### config.mk
export PLATFORM = sky130hd
export DESIGN_NAME = two_digit_display_blink_mux_core
export DESIGN_NICKNAME = d
export VERILOG_FILES = /design/src/design/tddbm_pkg.sv /design/src/design/tddbm_ctrl.sv /design/src/design/two_digit_display_blink_mux_core.sv
export SDC_FILE = /design/constraint.sdc
export NUM_CORES = 1
export LEC_CHECK = 0
export ABC_AREA = 1
export BUFFER_PORTS_ARGS = -buffer_cell sky130_fd_sc_hd__buf_2
export CAP_MARGIN = 20
export CORE_UTILIZATION = 30
export CTS_CLUSTER_SIZE = 8
export DETAILED_ROUTE_END_ITERATION = 8
export MAX_ROUTING_LAYER = met4
export SYNTH_ARGS = -nofsm -noshare
export SYNTH_HDL_FRONTEND = slang
export SYNTH_SLANG_ARGS = --single-unit
### constraint.sdc
create_clock -name clk -period 6.65 [get_ports clk]
set_clock_uncertainty 0.1 [all_clocks]
set_input_delay 0 -clock clk [delete_from_list [all_inputs] [get_ports clk]]
set_output_delay 0 -clock clk [all_outputs]
set_load 0.05 [all_outputs]
### src/design/tddbm_pkg.sv
// Package for the two-digit display blink multiplexer.
// Holds the mode codes, reset constants, item and result types and the digit split.
// Depends on nothing; used by tddbm_ctrl and the top level.
package tddbm_pkg;

  localparam int unsigned ValueWidth = 7;
  localparam int unsigned CodeWidth  = 4;
  localparam int unsigned CountWidth = 8;

  localparam logic [CountWidth-1:0] HALF_PERIOD_RESET  = 8'd200;
  localparam logic [CountWidth-1:0] BLINK_HALVES_RESET = 8'd5;

  // Register indexes on the configuration port.
  localparam logic REG_HALF_PERIOD  = 1'b0;
  localparam logic REG_BLINK_HALVES = 1'b1;

  // Display modes, one-hot.
  typedef enum logic [3:0] {
    MODE_OFF        = 4'b0001,
    MODE_ON         = 4'b0010,
    MODE_BLINK_DARK = 4'b0100,
    MODE_BLINK_LIT  = 4'b1000
  } mode_t;

  // One input tick.
  typedef struct packed {
    logic [ValueWidth-1:0] shown_value;
    logic                  sample_done;
    logic                  power_button;
    logic                  up_button;
    logic                  down_button;
  } item_t;

  // One result.
  typedef struct packed {
    logic [CodeWidth-1:0] digit_code;
    logic                 tens_enable;
    logic                 ones_enable;
  } result_t;

  // Tens digit of a 7-bit value by reciprocal multiplication (exact for every 7-bit value).
  function automatic logic [CodeWidth-1:0] tens_of(input logic [ValueWidth-1:0] v);
    logic [ValueWidth+8-1:0] prod;
    prod = {8'd0, v} * 15'd205;
    return prod[14:11];
  endfunction

  // Ones digit: the value less ten times its tens digit.
  function automatic logic [CodeWidth-1:0] ones_of(input logic [ValueWidth-1:0] v);
    logic [ValueWidth-1:0] t;
    logic [ValueWidth-1:0] r;
    t = {3'd0, tens_of(v)};
    r = v - ((t << 3) + (t << 1));
    return r[CodeWidth-1:0];
  endfunction

endpackage

### src/design/tddbm_ctrl.sv
// Mode, blink counters and digit selection for the display multiplexer.
// Updates its state once per processed tick and produces the result for it.
// Depends on tddbm_pkg.
module tddbm_ctrl (
  input  logic                     clk,
  input  logic                     rst,
  input  logic                     step,
  input  tddbm_pkg::item_t         item,
  input  logic [7:0]               half_period_ticks,
  input  logic [7:0]               blink_halves,
  output tddbm_pkg::result_t       result
);
  import tddbm_pkg::*;

  mode_t                 mode;
  mode_t                 mode_next;
  logic                  next_digit_is_ones;
  logic                  next_digit_is_ones_next;
  logic [CountWidth-1:0] half_tick_count;
  logic [CountWidth-1:0] half_tick_count_next;
  logic [CountWidth-1:0] halves_left;
  logic [CountWidth-1:0] halves_left_next;
  logic [CodeWidth-1:0]  held_code;
  logic [CodeWidth-1:0]  held_code_next;

  // Button handling, then the tick action for the resulting mode.
  always_comb begin
    mode_t                 mode_a;
    mode_t                 other;
    logic [CountWidth-1:0] htc_a;
    logic [CountWidth-1:0] hl_a;
    logic [CountWidth-1:0] t_dec;
    logic [CountWidth-1:0] h_dec;
    logic                  drive;
    logic                  count;

    mode_a = mode;
    htc_a  = half_tick_count;
    hl_a   = halves_left;
    if (item.sample_done) begin
      if (item.power_button) begin
        mode_a = (mode == MODE_OFF) ? MODE_ON : MODE_OFF;
      end else if ((item.up_button || item.down_button) && mode != MODE_OFF) begin
        mode_a = (mode == MODE_BLINK_DARK) ? MODE_BLINK_LIT : MODE_BLINK_DARK;
        htc_a  = half_period_ticks;
        hl_a   = blink_halves;
      end
    end

    drive = 1'b0;
    count = 1'b0;
    other = MODE_BLINK_DARK;
    case (mode_a)
      MODE_ON: begin
        drive = 1'b1;
      end
      MODE_BLINK_DARK: begin
        count = 1'b1;
        other = MODE_BLINK_LIT;
      end
      MODE_BLINK_LIT: begin
        drive = 1'b1;
        count = 1'b1;
        other = MODE_BLINK_DARK;
      end
      default: begin
        drive = 1'b0;
      end
    endcase

    // Digit drive alternates between tens and ones.
    held_code_next          = held_code;
    next_digit_is_ones_next = next_digit_is_ones;
    result.tens_enable      = 1'b0;
    result.ones_enable      = 1'b0;
    if (drive) begin
      held_code_next          = next_digit_is_ones ? ones_of(item.shown_value)
                                                   : tens_of(item.shown_value);
      result.tens_enable      = !next_digit_is_ones;
      result.ones_enable      = next_digit_is_ones;
      next_digit_is_ones_next = !next_digit_is_ones;
    end
    result.digit_code = held_code_next;

    // Half-period counting; a zero register value wraps and acts as 256.
    mode_next            = mode_a;
    half_tick_count_next = htc_a;
    halves_left_next     = hl_a;
    t_dec                = htc_a - 8'd1;
    h_dec                = hl_a - 8'd1;
    if (count) begin
      half_tick_count_next = t_dec;
      if (t_dec == '0) begin
        half_tick_count_next = half_period_ticks;
        halves_left_next     = h_dec;
        if (h_dec == '0) begin
          halves_left_next = blink_halves;
          mode_next        = MODE_ON;
        end else begin
          mode_next = other;
        end
      end
    end
  end

  // State registers advance once per processed transaction.
  always_ff @(posedge clk) begin
    if (rst) begin
      mode               <= MODE_OFF;
      next_digit_is_ones <= 1'b0;
      half_tick_count    <= HALF_PERIOD_RESET;
      halves_left        <= BLINK_HALVES_RESET;
      held_code          <= '0;
    end else if (step) begin
      mode               <= mode_next;
      next_digit_is_ones <= next_digit_is_ones_next;
      half_tick_count    <= half_tick_count_next;
      halves_left        <= halves_left_next;
      held_code          <= held_code_next;
    end
  end

endmodule

### src/design/two_digit_display_blink_mux_core.sv
// Two-digit multiplexed display driver with power toggle and blinking.
// The result is registered; the mode and counter update is a single pass of logic.
// Throughput: one tick per cycle while the output is not stalled.
// Reset (synchronous, active high) empties both stages, sets the mode to off, the
// counters and registers to their defaults (200 and 5) and the held code to zero.
// Depends on tddbm_pkg and tddbm_ctrl.
module two_digit_display_blink_mux_core (
  input  logic                              clk,
  input  logic                              rst,
  // Input channel
  input  logic                              in_valid,
  output logic                              in_stall,
  input  logic [tddbm_pkg::ValueWidth-1:0]  shown_value,
  input  logic                              sample_done,
  input  logic                              power_button,
  input  logic                              up_button,
  input  logic                              down_button,
  // Output channel
  output logic                              out_valid,
  input  logic                              out_stall,
  output logic [tddbm_pkg::CodeWidth-1:0]   digit_code,
  output logic                              tens_enable,
  output logic                              ones_enable,
  // Configuration port
  input  logic                              psel,
  input  logic                              penable,
  input  logic                              pwrite,
  input  logic [2:0]                        paddr,
  input  logic [31:0]                       pwdata,
  output logic [31:0]                       prdata,
  output logic                              pready
);
  import tddbm_pkg::*;

  logic [CountWidth-1:0] half_period_ticks;
  logic [CountWidth-1:0] blink_halves;
  item_t                 in_item;
  logic                  in_full;
  result_t               res;
  result_t               res_next;
  logic                  res_full;
  logic                  advance;

  // Configuration registers.
  assign pready = 1'b1;
  always_ff @(posedge clk) begin
    if (rst) begin
      half_period_ticks <= HALF_PERIOD_RESET;
      blink_halves      <= BLINK_HALVES_RESET;
    end else if (psel && penable && pwrite) begin
      case (paddr[2])
        REG_HALF_PERIOD:  half_period_ticks <= pwdata[CountWidth-1:0];
        REG_BLINK_HALVES: blink_halves      <= pwdata[CountWidth-1:0];
        default:          half_period_ticks <= half_period_ticks;
      endcase
    end
  end

  always_comb begin
    case (paddr[2])
      REG_HALF_PERIOD:  prdata = {24'd0, half_period_ticks};
      REG_BLINK_HALVES: prdata = {24'd0, blink_halves};
      default:          prdata = '0;
    endcase
  end

  // The input register moves on whenever the result register is free or being emptied.
  assign advance  = !res_full || !out_stall;
  assign in_stall = in_full && !advance;

  always_ff @(posedge clk) begin
    if (rst) begin
      in_full <= 1'b0;
    end else if (!in_stall) begin
      in_full <= in_valid;
    end
  end

  always_ff @(posedge clk) begin
    if (!in_stall && in_valid) begin
      in_item <= '{shown_value:  shown_value,
                   sample_done:  sample_done,
                   power_button: power_button,
                   up_button:    up_button,
                   down_button:  down_button};
    end
  end

  // Mode and digit logic between the two registers.
  tddbm_ctrl u_ctrl (
    .clk               (clk),
    .rst               (rst),
    .step              (in_full && advance),
    .item              (in_item),
    .half_period_ticks (half_period_ticks),
    .blink_halves      (blink_halves),
    .result            (res_next)
  );

  // Result register.
  always_ff @(posedge clk) begin
    if (rst) begin
      res_full <= 1'b0;
    end else if (advance) begin
      res_full <= in_full;
    end
  end

  always_ff @(posedge clk) begin
    if (advance && in_full) begin
      res <= res_next;
    end
  end

  assign out_valid   = res_full;
  assign digit_code  = res.digit_code;
  assign tens_enable = res.tens_enable;
  assign ones_enable = res.ones_enable;

endmodule
======== Word level (Yosys, flattened, before mapping) ========
Cells that the tools add are included.
storage, ports and cells
  flip-flop bits (word level) ............. 60
  logic and storage cells ................. 74
  input bits .............................. 53
  output and inout port bits .............. 41
cells by class
  multiply operators ...................... 1
  reduce and logical (&&, ||, !) cells .... 20
  multiplexer cells ....................... 25
  $add $sub $neg .......................... 4
  equality and inequality tests ........... 6
  bitwise operators ....................... 1
operators with widths
  cell                                                 count
  2-to-1 mux 8 bit                                     11
  case mux 32 bit (2 select lines)                     1
  2-to-1 mux 4 bit                                     10
  logical NOT 8 bit                                    2
  subtractor 8 x 1 -> 8 bit, second input constant     2
  multiplier 7 x 8 -> 15 bit, second input constant    1
  equality test 4 x 3 -> 1 bit, second input constant  2
  logical AND 1 bit                                    6
  AND reduction 2 bit                                  3
  logical NOT 1 bit                                    5
  adder 4 bit                                          1
  equality test 4 x 1 -> 1 bit, second input constant  1
  equality test 4 x 2 -> 1 bit, second input constant  1
  equality test 4 bit, second input constant           1
  != test 4 x 1 -> 1 bit, second input constant        1
  OR reduction 2 bit                                   2
  subtractor 4 bit                                     1
  logical OR 1 bit                                     2
  2-to-1 mux 1 bit                                     2
  2-to-1 mux 2 bit                                     1
  NOT 1 bit                                            1

======== Depth between registers and ports, before layout ========
  depth in word-level cells ............... 10
  mapped depth ............................ 24
  gate-level depth less buffers ........... 24

======== Cells and area by module ========
A second synthesis with hierarchy kept.
second synthesis, totals
  cells, all modules ...................... 714
  area, all modules ....................... 4,966.0 um^2
by module, submodules not included
  module                            area an instance (um^2)  seq. area each (um^2)  instances  cells an instance
  tddbm_ctrl                        3,373.2                  500.5                  1          536
  two_digit_display_blink_mux_core  1,592.8                  870.8                  1          178

======== Least setup slack after synthesis ========
Ideal clock, no wire load.
  path kind ............................... register to register
  start point ............................. register in_item[8] in the netlist's numbering
  end point ............................... register res (netlist bit digit_code[3]) (data pin)
  buffers on the path ..................... 0
  cell stages (with the launch flop) ...... 23
  required time ........................... 6.286 ns
  path slack .............................. 2.557 ns
  clock period less this slack ............ 4.093 ns
  arrival time ............................ 3.729 ns
  cell sequence ........................... edfxtp_1 > ha_1 > fa_1 > ha_1 > inv_1 > fa_1 > inv_1 > ha_1 > a21oi_1 > o21ai_0 > nand2_1 > nand3_1 > xor2_1 > inv_1 > ha_1 > xor2_1 > nand3b_1 > nand2_1 > nand2_1 > nand2_1 > nand2_1 > nand3_1 > a31oi_1
RTL lines
  element                 RTL line                                 text
  start, declared         two_digit_display_blink_mux_core.sv:37   item_t in_item;
  start signal, assigned  two_digit_display_blink_mux_core.sv:81   in_item <= '{shown_value: shown_value,
  end signal, assigned    two_digit_display_blink_mux_core.sv:111  res <= res_next;
  end, declared           two_digit_display_blink_mux_core.sv:39   result_t res;

==> run summary <==
- DRC violation total after the first TritonRoute iteration: 291
- clock sinks: 60
- syn avg cell area: 7.14 um^2
- critical path capture point type: flop
- post-route minimum period: 4.40 ns
- largest fanout on the critical path: 4
- type of the setup path with the least slack: reg2reg
- htree depth: 3
- average detailed-routed wire length per instance: 12.2 um
- Slew @ Worst Pin: 0.731 ns
- count of pins on the block boundary: 94
- Min-Delay Endpoint: half_period_ticks[6]
- slack of the worst reg-to-reg path: 2.25 ns
- final estimated routing congestion in global placement: 0.888
- final number of max-transition violations: 0
- number of storage elements in the synthesis netlist: 60
- Chip Height: 130 um
- remaining design rule violation count: 0
- CTS Buffer Depth: 2
- Worst Hold Path Cells: 4
- number of placed instances, taps included: 924
- Cell Chain, Critical Path: ha_1, fa_1, ha_1, inv_1, fa_1, inv_1, ha_1, a21oi_1, o21ai_0, nand2_1, nand3_1, xor2_1, inv_1, ha_1, xor2_1, nand3b_1, nand2_1, nand2_1, nand2_1, nand2_1, nand3_1, a31oi_1
- final std cells w/o fill: 961
- hold_ws: -0.0000818 ns
- overall via count from detail_route: 4,396
- ratio of routed vias to standard cells: 4.57
- signal arrival time at the worst endpoint: 4.37 ns
- fraction of layout cells with a size suffix above 1: 0.134
- post-synthesis to final-layout area growth: 15.6%
- starting density of the core: 0.308
- Critical R2R Capture: digit_code[3]
- CTS Root Buffer Type: sky130_fd_sc_hd__clkbuf_16
- final-stage net count: 843
- antenna violations before repair: 0
- Setup-failing EPs final: 0
- Static Leakage: 2.73 nW
- startpoint of the worst-slack reg-to-reg timing path: in_item[8]
- Max Cap Viol: 0
- worst voltage drop across the vdd grid: 0.162 mV
- global-route wire length before repair: 19,300 um
- Setup crit start kind: flop
- unrepaired setup endpoints after global routing: false
- synth warn: 0
- width of the chip: 130 um
- number of antenna cells inserted: 0
- cell repeated most along the worst path: sky130_fd_sc_hd__nand2_1
- stage delay of the slowest cell on the critical path: 0.51 ns
- Netlist cell types: 42
- Required @ worst endpoint: 6.62 ns
- buffers added on ports: 42
- area of the core: 0.0159 mm^2
- die area: 0.0169 mm^2
- slowest cell on the critical path: sky130_fd_sc_hd__fa_1
- total grt overflow: 0
- final instance area: 0.00567 mm^2
- Total Neg Setup Slack: 0 ns
- placement-stage cell area: 0.00518 mm^2
- vias in the first global route: 4,039
- post-cts resize count: 0
- # fillers: 1,728
- area taken by flip-flops and latches: 0.00137 mm^2
- Final Cycle Share: 0.662
- worst min path class: in2reg
- violations in the final reports: hold timing
- portion of the post-synthesis area used by sequential elements: 0.280
- number of cell instances on the worst register-to-register path: 22
- clk_lat worst skew: 0.34 ns
- Detail Route Antenna Nets: 0
- source of the worst hold timing path: penable
- Mapped Area: 0.00491 mm^2
- origin of the worst setup path: in_item[8]
- GRT Util Overall: 0.153
- placement row count: 46
- pin count of the biggest net entering global routing: 29
- CTS Buf Count: 9
- Max Freq: 227 MHz
- post-detailed-routing wire length: 11,800 um
- Hold Fails Final Rpt: 1
- outcome: complete, but fails checks
- synthesized netlist cell count: 687
- area of the multi-input gates: 0.00296 mm^2
- CTS tree: done
- clock slew seen by the registers of the worst setup and hold paths: 0.06 ns
- Power Density: 233 mW/mm^2
- headroom to the max-slew limit: 0.513
- router iterations before antenna repair: 5
- DP HPWL: 8680 um
-- worst max-delay path, delay by kind of cell (launching register included) --
kind | cells | cell delay (ns)
xor+xnor | 2 | 0.28
buf+inv | 3 | 0.16
fa+ha+maj | 6 | 2.16
compound gates | 3 | 0.33
simple gates | 8 | 0.66
flops | 1 | 0.45
-- metrics by stage --
stage	utilization	worst slack [ns]	total power (W)
after floorplan	-	2.56	0.000807
after global placement	0.325	2.23	0.000880
after detailed placement	0.325	2.22	0.000883
after CTS	0.356	2.21	0.00134
after global routing	0.356	1.92	0.00142
final	0.356	2.25	0.00132
-- sequential cells by signal, summed over array words and instances, names as in the netlist --
signal,cells
in_item,11
blink_halves,8
half_period_ticks,8
u_ctrl.half_tick_count,8
u_ctrl.halves_left,8
digit_code,4
u_ctrl.held_code,4
u_ctrl.mode,4
in_full,1
ones_enable,1
out_valid,1
tens_enable,1
u_ctrl.next_digit_is_ones,1
-- cells in the mapped netlist (all sizes together) --
master,number,area share
a21oi,50,0.055
a31oi,4,0.0051
buf,34,0.054
clkbuf,11,0.0084
clkinv,2,0.0015
conb,2,0.0015
dfxtp,43,0.18
edfxtp,17,0.10
fa,8,0.033
ha,42,0.11
inv,93,0.071
nand2,181,0.15
nand3,49,0.056
nand3b,5,0.0077
nand4,25,0.035
nor2,53,0.054
nor3,1,0.0010
o211ai,5,0.0087
o21a,1,0.0015
o21ai,49,0.053
o21bai,3,0.0046
o221ai,1,0.0018
or2,2,0.0031
or3,1,0.0013
xnor2,1,0.0018
xor2,4,0.0071
-- cell families (layout without fill, tap and decap cells) --
group / after synthesis / after routing / synth area share
other: 2 / 25 / 0.00153
and+or+nand+nor: 317 / 317 / 0.306
AOI/OAI and AO/OA: 113 / 113 / 0.130
xor gates and xnor gates: 5 / 5 / 0.00893
adders and majority gates: 50 / 50 / 0.140
DFF: 60 / 60 / 0.280
buffers and inverters: 140 / 175 / 0.135
-- layout by cell type (no fill, tap or decap), types with 5 or more instances in the layout --
| master | instances |
|---|---|
| sky130_fd_sc_hd__fa_1 | 8 |
| sky130_fd_sc_hd__nor2_1 | 42 |
| sky130_fd_sc_hd__nand2_1 | 169 |
| sky130_fd_sc_hd__dlygate4sd3_1 | 21 |
| sky130_fd_sc_hd__buf_2 | 42 |
| sky130_fd_sc_hd__nand4_1 | 24 |
| sky130_fd_sc_hd__conb_1 | 25 |
| sky130_fd_sc_hd__nor2_2 | 6 |
| sky130_fd_sc_hd__nand3b_1 | 5 |
| sky130_fd_sc_hd__nand3_1 | 46 |
| sky130_fd_sc_hd__a21oi_2 | 5 |
| sky130_fd_sc_hd__dfxtp_1 | 43 |
| sky130_fd_sc_hd__edfxtp_1 | 17 |
| sky130_fd_sc_hd__o21ai_0 | 44 |
| sky130_fd_sc_hd__ha_1 | 42 |
| sky130_fd_sc_hd__nand2_2 | 9 |
| sky130_fd_sc_hd__a21oi_1 | 45 |
| sky130_fd_sc_hd__inv_1 | 90 |
| sky130_fd_sc_hd__clkbuf_16 | 9 |
-- final cells by class --
cell class,instances,share of cell area
clock inverters,5,0.00662
inverters,95,0.0629
well taps,216,0.0477
clock buffers,11,0.0428
multi-input cells,510,0.523
repair buffers,64,0.0755
flip-flops and latches,60,0.242
-- worst max path at each step --
stage / slack [ns] / end / cells past startpoint
final: 2.25 / digit_code[3] / 22
after global routing: 1.92 / digit_code[3] / 22
after global placement: 2.23 / digit_code[3] / 22
after detailed placement: 2.22 / digit_code[3] / 22
after CTS: 2.21 / digit_code[3] / 21
after floorplan: 2.56 / digit_code[3] / 22
-- power by group --
group	internal [W]	switching, W
Combinational	0.000160	0.000312
Sequential	0.000397	0.0000144
Clock	0.000263	0.000176
Total	0.000820	0.000502
-- routing by layer --
layer | track usage | wire, um
met1 | 0.192 | 5730
met2 | 0.243 | 5430
met3 | 0.0316 | 447
met4 | 0.0499 | 163
met5 | - | 0
-- repair_timing --
action,CTS,global route
hold endpoints to repair,29,0
hold buffers,21,0
setup buffers,0,0
No activity file was read; power rests on OpenSTA's default activity.
